## src/hw/rtl/owned_key_value_table_top_assert.svh

```systemverilog
// assertion macros for the rtl file that checks itself, okvt_ctrl
`ifndef OWNED_KEY_VALUE_TABLE_TOP_ASSERT_SVH
`define OWNED_KEY_VALUE_TABLE_TOP_ASSERT_SVH

// same-cycle implication, sampled on i_clk, idle while i_rst_n is low
`define OKVT_ASSERT_NOW(label, ante, cons, msg) \
    label: assert property (@(posedge i_clk) disable iff (!i_rst_n) \
        (ante) |-> (cons)) else $error(msg);

// next-cycle implication
`define OKVT_ASSERT_NEXT(label, ante, cons, msg) \
    label: assert property (@(posedge i_clk) disable iff (!i_rst_n) \
        (ante) |=> (cons)) else $error(msg);

`endif

```

## src/hw/rtl/okvt_pkg.sv

```systemverilog
`default_nettype none

package okvt_pkg;

    localparam int FIELD_W = 64;

    typedef enum logic [1:0] {
        FN_ADD    = 2'd0,
        FN_GET    = 2'd1,
        FN_SET    = 2'd2,
        FN_DELETE = 2'd3
    } t_func;

    typedef enum logic [2:0] {
        ST_OK        = 3'd0,
        ST_EXISTS    = 3'd1,
        ST_NOT_FOUND = 3'd2,
        ST_PERM      = 3'd3,
        ST_FULL      = 3'd4
    } t_status;

    typedef enum logic [2:0] {
        S_CLEAR,
        S_IDLE,
        S_SCAN,
        S_TAIL,
        S_DECIDE
    } t_state;

    typedef struct packed {
        t_func              func;
        logic [FIELD_W-1:0] key_name;
        logic [FIELD_W-1:0] owner_tag;
        logic [FIELD_W-1:0] new_value;
    } t_item;

    typedef struct packed {
        t_status            status;
        logic [FIELD_W-1:0] read_owner;
        logic [FIELD_W-1:0] read_value;
    } t_result;

    typedef struct packed {
        logic               valid;
        logic [FIELD_W-1:0] name;
        logic [FIELD_W-1:0] owner;
        logic [FIELD_W-1:0] value;
    } t_entry;

    localparam int ENTRY_W = $bits(t_entry);

    // keep bytes below nbytes, stopping at the first zero byte
    function automatic logic [FIELD_W-1:0] cut_bytes(input logic [FIELD_W-1:0] v,
                                                      input int nbytes);
        logic [FIELD_W-1:0] r;
        logic               stop;
        r    = '0;
        stop = 1'b0;
        for (int i = 0; i < FIELD_W / 8; i++) begin
            if (i >= nbytes || v[8*i +: 8] == 8'h00) begin
                stop = 1'b1;
            end
            if (!stop) begin
                r[8*i +: 8] = v[8*i +: 8];
            end
        end
        return r;
    endfunction

endpackage

`default_nettype wire

```

## src/hw/rtl/owned_key_value_table_top.sv

```systemverilog
// channel   dir  width            contents
// s_axis    in   tdata 192, tuser 2   key_name, owner_tag, new_value / func
// m_axis    out  tdata 136            status, read_owner, read_value
//
// every item is accepted, streamed entry by entry through the single ram read
// port and name compare, then passes a tail state for the last compare and a
// decision state with its write-back
// after reset a clearing pass writes every entry, tready low
// a result sits in the output register; the decision waits while it is full
`default_nettype none

module owned_key_value_table_top
    import okvt_pkg::*;
#(
    parameter int ENTRIES    = 16,
    parameter int NAME_BYTES = 8
) (
    input  wire logic          i_clk,
    input  wire logic          i_rst_n,
    input  wire logic          s_axis_tvalid,
    output logic               s_axis_tready,
    input  wire logic [191:0]  s_axis_tdata,   // key_name, owner_tag, new_value
    input  wire logic [1:0]    s_axis_tuser,   // func
    output logic               m_axis_tvalid,
    input  wire logic          m_axis_tready,
    output logic [135:0]       m_axis_tdata    // status, read_owner, read_value, zero pad
);

    t_item    in_item;
    t_result  res;
    logic     res_load;
    logic     out_free;
    logic     start;
    logic     r_out_valid;
    t_result  r_out;

    assign in_item.func      = t_func'(s_axis_tuser);
    assign in_item.key_name  = s_axis_tdata[63:0];
    assign in_item.owner_tag = s_axis_tdata[127:64];
    assign in_item.new_value = s_axis_tdata[191:128];

    assign start    = s_axis_tvalid && s_axis_tready;
    assign out_free = !r_out_valid || m_axis_tready;

    okvt_ctrl #(
        .ENTRIES    (ENTRIES),
        .NAME_BYTES (NAME_BYTES)
    ) u_ctrl (
        .i_clk      (i_clk),
        .i_rst_n    (i_rst_n),
        .i_start    (start),
        .i_item     (in_item),
        .o_ready    (s_axis_tready),
        .i_out_free (out_free),
        .o_res_load (res_load),
        .o_res      (res)
    );

    always_ff @(posedge i_clk) begin
        if (!i_rst_n) begin
            r_out_valid <= 1'b0;
        end else if (res_load) begin
            r_out_valid <= 1'b1;
        end else if (m_axis_tready) begin
            r_out_valid <= 1'b0;
        end
    end

    always_ff @(posedge i_clk) begin
        if (res_load) begin
            r_out <= res;
        end
    end

    assign m_axis_tvalid = r_out_valid;
    assign m_axis_tdata  = {5'b0, r_out.read_value, r_out.read_owner, r_out.status};

endmodule

`default_nettype wire

```

## src/hw/rtl/okvt_ram.sv

```systemverilog
`default_nettype none

module okvt_ram #(
    parameter int   WIDTH = 8,
    parameter int   DEPTH = 16,
    localparam int  AW    = (DEPTH > 1) ? $clog2(DEPTH) : 1
) (
    input  wire logic                     i_clk,
    input  wire logic                     i_we,
    input  wire logic [AW-1:0]            i_waddr,
    input  wire logic [WIDTH-1:0]         i_wdata,
    input  wire logic                     i_re,
    input  wire logic [AW-1:0]            i_raddr,
    output logic      [WIDTH-1:0]         o_rdata
);

    logic [WIDTH-1:0] mem [DEPTH];

    always_ff @(posedge i_clk) begin
        if (i_we) begin
            mem[i_waddr] <= i_wdata;
        end
        if (i_re) begin
            o_rdata <= mem[i_raddr];
        end
    end

endmodule

`default_nettype wire

```

## src/hw/rtl/okvt_ctrl.sv

```systemverilog
`default_nettype none

module okvt_ctrl
    import okvt_pkg::*;
#(
    parameter int ENTRIES    = 16,
    parameter int NAME_BYTES = 8
) (
    input  wire logic    i_clk,
    input  wire logic    i_rst_n,
    input  wire logic    i_start,
    input  wire t_item   i_item,
    output logic         o_ready,
    input  wire logic    i_out_free,
    output logic         o_res_load,
    output t_result      o_res
);

    localparam int              AW   = (ENTRIES > 1) ? $clog2(ENTRIES) : 1;
    localparam logic [AW-1:0]   LAST = AW'(ENTRIES - 1);

    t_state              r_state, n_state;
    logic [AW-1:0]       r_addr;
    logic                r_rd_vld;
    logic [AW-1:0]       r_rd_idx;
    t_func               r_func;
    logic [FIELD_W-1:0]  r_key;
    logic [FIELD_W-1:0]  r_owner;
    logic [FIELD_W-1:0]  r_value;
    logic                r_hit;
    logic [AW-1:0]       r_hit_idx;
    logic [FIELD_W-1:0]  r_hit_owner;
    logic [FIELD_W-1:0]  r_hit_value;
    logic                r_free;
    logic [AW-1:0]       r_free_idx;

    logic                ram_we;
    logic [AW-1:0]       ram_waddr;
    t_entry              ram_wdata;
    logic                ram_re;
    t_entry              rd_entry;
    logic [ENTRY_W-1:0]  rd_raw;

    logic                name_eq;
    logic                owner_eq;
    t_status             dec_status;
    logic                dec_we;
    logic [AW-1:0]       dec_idx;
    t_entry              dec_entry;

    okvt_ram #(
        .WIDTH (ENTRY_W),
        .DEPTH (ENTRIES)
    ) u_ram (
        .i_clk   (i_clk),
        .i_we    (ram_we),
        .i_waddr (ram_waddr),
        .i_wdata (ram_wdata),
        .i_re    (ram_re),
        .i_raddr (r_addr),
        .o_rdata (rd_raw)
    );

    assign rd_entry = t_entry'(rd_raw);

    // the one name compare unit, applied to each entry as it comes out of the ram
    assign name_eq  = rd_entry.valid && (rd_entry.name == r_key);
    assign owner_eq = (cut_bytes(r_hit_owner, FIELD_W / 8) ==
                       cut_bytes(r_owner, FIELD_W / 8));

    always_comb begin
        n_state = r_state;
        unique case (r_state)
            S_CLEAR:  if (r_addr == LAST) n_state = S_IDLE;
            S_IDLE:   if (i_start) n_state = S_SCAN;
            S_SCAN:   if (r_addr == LAST) n_state = S_TAIL;
            S_TAIL:   n_state = S_DECIDE;
            S_DECIDE: if (i_out_free) n_state = S_IDLE;
            default:  n_state = S_IDLE;
        endcase
    end

    // decision over the scan results
    always_comb begin
        dec_status       = ST_OK;
        dec_we           = 1'b0;
        dec_idx          = r_hit_idx;
        dec_entry.valid  = 1'b1;
        dec_entry.name   = r_key;
        dec_entry.owner  = r_hit_owner;
        dec_entry.value  = r_hit_value;
        o_res.read_owner = '0;
        o_res.read_value = '0;
        if (r_func == FN_ADD) begin
            if (r_hit) begin
                dec_status = ST_EXISTS;
            end else if (!r_free) begin
                dec_status = ST_FULL;
            end else begin
                dec_we          = 1'b1;
                dec_idx         = r_free_idx;
                dec_entry.owner = r_owner;
                dec_entry.value = r_value;
            end
        end else if (!r_hit) begin
            dec_status = ST_NOT_FOUND;
        end else if (r_func == FN_GET) begin
            o_res.read_owner = r_hit_owner;
            o_res.read_value = r_hit_value;
        end else if (!owner_eq) begin
            dec_status = ST_PERM;
        end else if (r_func == FN_SET) begin
            dec_we          = 1'b1;
            dec_entry.value = r_value;
        end else begin
            dec_we          = 1'b1;
            dec_entry.valid = 1'b0;
        end
        o_res.status = dec_status;
    end

    always_comb begin
        o_ready    = 1'b0;
        o_res_load = 1'b0;
        ram_we     = 1'b0;
        ram_waddr  = r_addr;
        ram_wdata  = '0;
        ram_re     = 1'b0;
        unique case (r_state)
            S_CLEAR: begin
                ram_we = 1'b1;
            end
            S_IDLE: begin
                o_ready = 1'b1;
            end
            S_SCAN: begin
                ram_re = 1'b1;
            end
            S_TAIL: begin
            end
            S_DECIDE: begin
                if (i_out_free) begin
                    o_res_load = 1'b1;
                    ram_we     = dec_we;
                    ram_waddr  = dec_idx;
                    ram_wdata  = dec_entry;
                end
            end
            default: begin
            end
        endcase
    end

    always_ff @(posedge i_clk) begin
        if (!i_rst_n) begin
            r_state  <= S_CLEAR;
            r_addr   <= '0;
            r_rd_vld <= 1'b0;
            r_hit    <= 1'b0;
            r_free   <= 1'b0;
        end else begin
            r_state  <= n_state;
            r_rd_vld <= (r_state == S_SCAN);
            if (r_state == S_CLEAR || r_state == S_SCAN) begin
                r_addr <= (r_addr == LAST) ? '0 : AW'(r_addr + 1'b1);
            end
            if (r_state == S_IDLE && i_start) begin
                r_hit  <= 1'b0;
                r_free <= 1'b0;
            end else if (r_rd_vld) begin
                if (name_eq && !r_hit) begin
                    r_hit <= 1'b1;
                end
                if (!rd_entry.valid && !r_free) begin
                    r_free <= 1'b1;
                end
            end
        end
    end

    // payload side, no reset needed
    always_ff @(posedge i_clk) begin
        r_rd_idx <= r_addr;
        if (r_state == S_IDLE && i_start) begin
            r_func  <= i_item.func;
            r_key   <= cut_bytes(i_item.key_name, NAME_BYTES);
            r_owner <= i_item.owner_tag;
            r_value <= i_item.new_value;
        end
        if (r_rd_vld && name_eq && !r_hit) begin
            r_hit_idx   <= r_rd_idx;
            r_hit_owner <= rd_entry.owner;
            r_hit_value <= rd_entry.value;
        end
        // lowest free entry wins
        if (r_rd_vld && !rd_entry.valid && !r_free) begin
            r_free_idx <= r_rd_idx;
        end
    end

`include "owned_key_value_table_top_assert.svh"

    `OKVT_ASSERT_NOW(a_no_write_in_scan, r_state == S_SCAN || r_state == S_TAIL, !ram_we, "ram written during scan")
    `OKVT_ASSERT_NEXT(a_start_scans_from_zero, r_state == S_IDLE && i_start, r_state == S_SCAN && r_addr == '0, "scan did not start at entry zero")
    `OKVT_ASSERT_NOW(a_fail_reads_zero, o_res_load && o_res.status != ST_OK, o_res.read_owner == '0 && o_res.read_value == '0, "failed transaction returns data")
    `OKVT_ASSERT_NOW(a_load_only_in_decide, o_res_load, r_state == S_DECIDE && i_out_free, "result loaded outside decision")

endmodule

`default_nettype wire

```

## config.mk

```make
export PLATFORM = sky130hd
export DESIGN_NAME = owned_key_value_table_top
export DESIGN_NICKNAME = d
export VERILOG_FILES = /design/src/hw/rtl/okvt_pkg.sv /design/src/hw/rtl/owned_key_value_table_top.sv /design/src/hw/rtl/okvt_ram.sv /design/src/hw/rtl/okvt_ctrl.sv
export VERILOG_INCLUDE_DIRS = /design/src /design/src/hw/rtl
export SDC_FILE = /design/constraint.sdc
export NUM_CORES = 2
export LEC_CHECK = 0
export BUFFER_PORTS_ARGS = -buffer_cell sky130_fd_sc_hd__buf_2
export CAP_MARGIN = 10
export CORE_ASPECT_RATIO = 0.75
export CORE_MARGIN = 5
export CORE_UTILIZATION = 35
export CTS_BUF_LIST = sky130_fd_sc_hd__clkbuf_4
export CTS_CLUSTER_DIAMETER = 50
export CTS_CLUSTER_SIZE = 24
export DETAILED_ROUTE_END_ITERATION = 12
export PLACE_DENSITY = 0.49
export SETUP_SLACK_MARGIN = 0.4
export SLEW_MARGIN = 20
export SYNTH_ARGS = -nofsm -noshare
export SYNTH_HDL_FRONTEND = slang
export SYNTH_HIERARCHICAL = 1
export SYNTH_SLANG_ARGS = --single-unit
```

## constraint.sdc

```tcl
create_clock -name i_clk -period 55.6 [get_ports i_clk]
set_input_delay 16.68 -clock i_clk [delete_from_list [all_inputs] [get_ports i_clk]]
set_output_delay 16.68 -clock i_clk [all_outputs]
set_load 0.01 [all_outputs]
```

==> flow_summary_export.csv <==
group,metric,value,unit
clocking,clockBufferDepth,4,
route,drt_drc_violations_left,0,
synthesis,ys_seq_elements,3757,
place,place_worst_setup_slack,32540,ps
synthesis,synthCells,6734,
sta,worst_pin_slew,1288,ps
run,cap_violations,0,
sta,drv_slew,0,
clocking,htree_levels,5,
final_layout,final_util,38.78,%
floorplan,num_rows,203,
route,num_vias,70713,
synthesis,synth-simple-area-share,3.452,%
clocking,numCtsBuffers,360,
synthesis,muxShareOfSynthArea,12.80,%
floorplan,start_util,35.09,%
min_path,worstHoldStart,"u_ctrl/u_ram/o_rdata[18]",
global_route,antenna_found_initial,29,
global_route,grtUsageTotal,18.75,%
sta,fin_skew,210.0,ps
clocking,post_cts_buffers,0,
synthesis,syn_avg_cell_area,21.22,µm²
worst_setup_path,cpLargestDelayFamily,"buffers and inverters",
worst_setup_path,startpoint_type,"primary input",
clocking,cts.sinks,3757,
global_route,grt_pass1_vias,71943,
final_layout,multi_input_area,0.02891,mm²
place,dp_hpwl,213500,µm
route,drtIter0Drc,7433,
clocking,holdBufCountCts,0,
worst_setup_path,crit_path_top_delay_cell,"nor2_4",
synthesis,yosys.area_share.xor_xnor,0.5578,%
power,ir_drop,0.01572,mV
final_layout,n_fill_cell,36555,
final_layout,nNetsFinal,7413,
synthesis,yosys_warnings,6,
final_layout,seqCellArea,0.1127,mm²
route,ant_nets,0,
synthesis,ys_seq_area_share,78.85,%
floorplan,core-area,0.4072,mm²
sta,fin_tns_setup,0,ps
synthesis,synth_edf_count,3742,
route,finalWirelength,403800,µm
worst_setup_path,crit_top_cell,"buf_4",
sta,layout_min_cycle_time,21610,ps
floorplan,dieArea,0.4212,mm²
route,first_pass_iters,6,
clocking,clkLatencyLatePin,1640,ps
clocking,clockRootBuffer,"clkbuf_4",
synthesis,synthTopCellsByCount,"edfxtp_1 (3,742), mux4_2 (723), nand2_1 (449)",
synthesis,synth_top_family_by_area,"multiplexers",
floorplan,fp.dieW,747.8,µm
place,placed_area,0.1512,mm²
synthesis,synth.top_cell.area_share,78.64,%
worst_setup_path,critPathRequiredTime,56690,ps
sta,slew_headroom,14.14,%
floorplan,die_y,563.3,µm
synthesis,synth_fa_ha_area_share,0.008757,%
worst_setup_path,crit_chain,"buf_2 > nand2b_4 > nand3_4 > inv_8 > nor2_1 > a31oi_1 > nand2b_1 > nor2_4 > buf_4 > buf_4 > buf_4",
final_layout,drive_gt1_share,27.89,%
clocking,post_cts_resize_count,0,
synthesis,synth_cell_types,71,
synthesis,netlist_area,0.1429,mm²
worst_setup_path,critPathLaunch,"m_axis_tready",
worst_setup_path,path_class,"in2reg",
run_status,status,"finished clean",
global_route,grt_overflow,0,
worst_setup_path,worstPathMaxFanout,68,
synthesis,synth-compound-area-share,2.972,%
worst_setup_path,crit_buf_inv,5,
sta,max_freq,46.27,MHz
sta,rsz0062_at_grt,"false",
power,power.static_leakage,54.07,nW
sta,fin_ws,33990,ps
worst_setup_path,critical_path_arrival,22710,ps
final_layout,syn_to_final_growth,10.51,%
worst_setup_path,timing.rr.start,"u_ctrl/r_hit_owner[16]",
sta,min_period_over_period,38.87,%
floorplan,io-pin-count,336,
min_path,hp-class,"reg2reg",
sta,hold_viol_final,0,
place,place_congestion,0.7747,
clocking,cts.clk_slew.worst_paths,190,ps
synthesis,synth_top_area_cell,"edfxtp_1",
synthesis,synthTopCellsByArea,"edfxtp_1 (79%), mux4_2 (11%), a22oi_1 (1.8%)",
route,vias_per_cell,5.448,
sta,whs,413.8,ps
synthesis,synthArstFlopShare,0,%
global_route,grt_pass1_wl,566500,µm
worst_setup_path,endpoint_kind,"register",
synthesis,yosysMostFrequentCell,"edfxtp_1",
route,wl_per_cell,31.11,µm
clocking,cts_tree,"done",
sta,setup_viol,0,
power,p_per_area,31.92,mW/mm²
global_route,grt_max_degree,126,
final_layout,final_area,0.1579,mm²
place,io_buffers,330,
synthesis,ys.flop_type,"edfxtp_1",
worst_setup_path,crit_path_max_incr_delay,810,ps
==> final timing paths <==
check                             to  slack (ps)  cells past startpoint
max          u_ctrl/u_ram/mem[1][18]       33990                     11
min           u_ctrl/r_hit_value[18]         410                      0
max reg2reg  u_ctrl/u_ram/mem[1][18]       45710                     14
min reg2reg   u_ctrl/r_hit_value[18]         410                      0
==> where the power goes <==
part | total [W] | switching [W] | leakage, nW | internal [W]
Sequential | 0.00314 | 0.0000120 | 39.7 | 0.00313
Clock | 0.00162 | 0.00109 | 3.33 | 0.000533
Combinational | 0.000275 | 0.000165 | 11.1 | 0.000110
==> placed cells by master, fill, tap and decap left out, drive strengths merged, types with 44 or more instances in the layout <==
cell | Yosys | layout
nor4 | 48 | 48
mux2i | 99 | 99
nand2 | 449 | 449
o21ai | 50 | 50
edfxtp | 3742 | 3742
inv | 21 | 157
buf | 186 | 480
nor2 | 44 | 44
clkinv | 0 | 106
a21oi | 75 | 75
mux2 | 90 | 90
clkbuf | 181 | 382
mux4 | 723 | 723
and2 | 251 | 251
a22oi | 335 | 335
xor2 | 47 | 47
xnor2 | 44 | 44
==> registers in the layout, summed over array words and instances, names as in the netlist, 64 cells and up <==
register	flops
u_ctrl/r_value	64
u_ctrl/r_hit_owner	64
m_axis_tdata	131
u_ctrl/r_owner	64
u_ctrl/u_ram/mem	3088
u_ctrl/u_ram/o_rdata	193
u_ctrl/r_key	64
u_ctrl/r_hit_value	64
==> cell families (layout without fill, tap and decap cells) <==
logic type,count (synthesis),after routing
AND/OR/NAND/NOR,989,989
adder cells (fa/ha/maj),1,1
flip-flops,3757,3757
multiplexers,912,912
AO/OA/AOI/OAI,595,595
XOR/XNOR,91,91
other,1,33
buffers and inverters,388,1170
==> worst reg2reg max path, stage by stage, from the launching register on <==
cell	delay, ps
edfxtp_1	650
nor4_1	140
nand2_1	520
nand3_1	720
nor2_1	790
a32oi_1	260
or4_1	530
or4_1	650
or4b_4	610
a31oi_1	650
or3b_2	640
nor2_4	730
buf_4	810
buf_4	800
buf_4	810
==> metal layers <==
layer / global-route usage [%] / vias up / wire (µm)
li1: - / 28897 / -
met1: 27.88 / 38639 / 182700
met2: 29.40 / 2618 / 185700
met3: 2.733 / 551 / 26440
met4: 4.032 / 8 / 8860
met5: 0 / - / 48
==> final cells by class <==
| cell class | count | area share [%] |
|---|---|---|
| Sequential cell | 3757 | 71.37 |
| Multi-Input combinational cell | 2593 | 18.31 |
| Tap cell | 5432 | 4.304 |
| Clock inverter | 287 | 2.135 |
| Timing Repair Buffer | 481 | 1.975 |
| Clock buffer | 381 | 1.811 |
| Inverter | 21 | 0.05468 |
| Antenna cell | 28 | 0.04438 |
==> through the flow <==
step | power [W] | std cells
2_1_floorplan | 0.003408 | 6738
3_3_place_gp | 0.003487 | 12281
3_5_place_dp | 0.003489 | 12282
4_1_cts | 0.005107 | 12950
5_1_grt | 0.005239 | 12963
6_report | 0.005040 | 12980
Power figures use the tool's default switching activity.
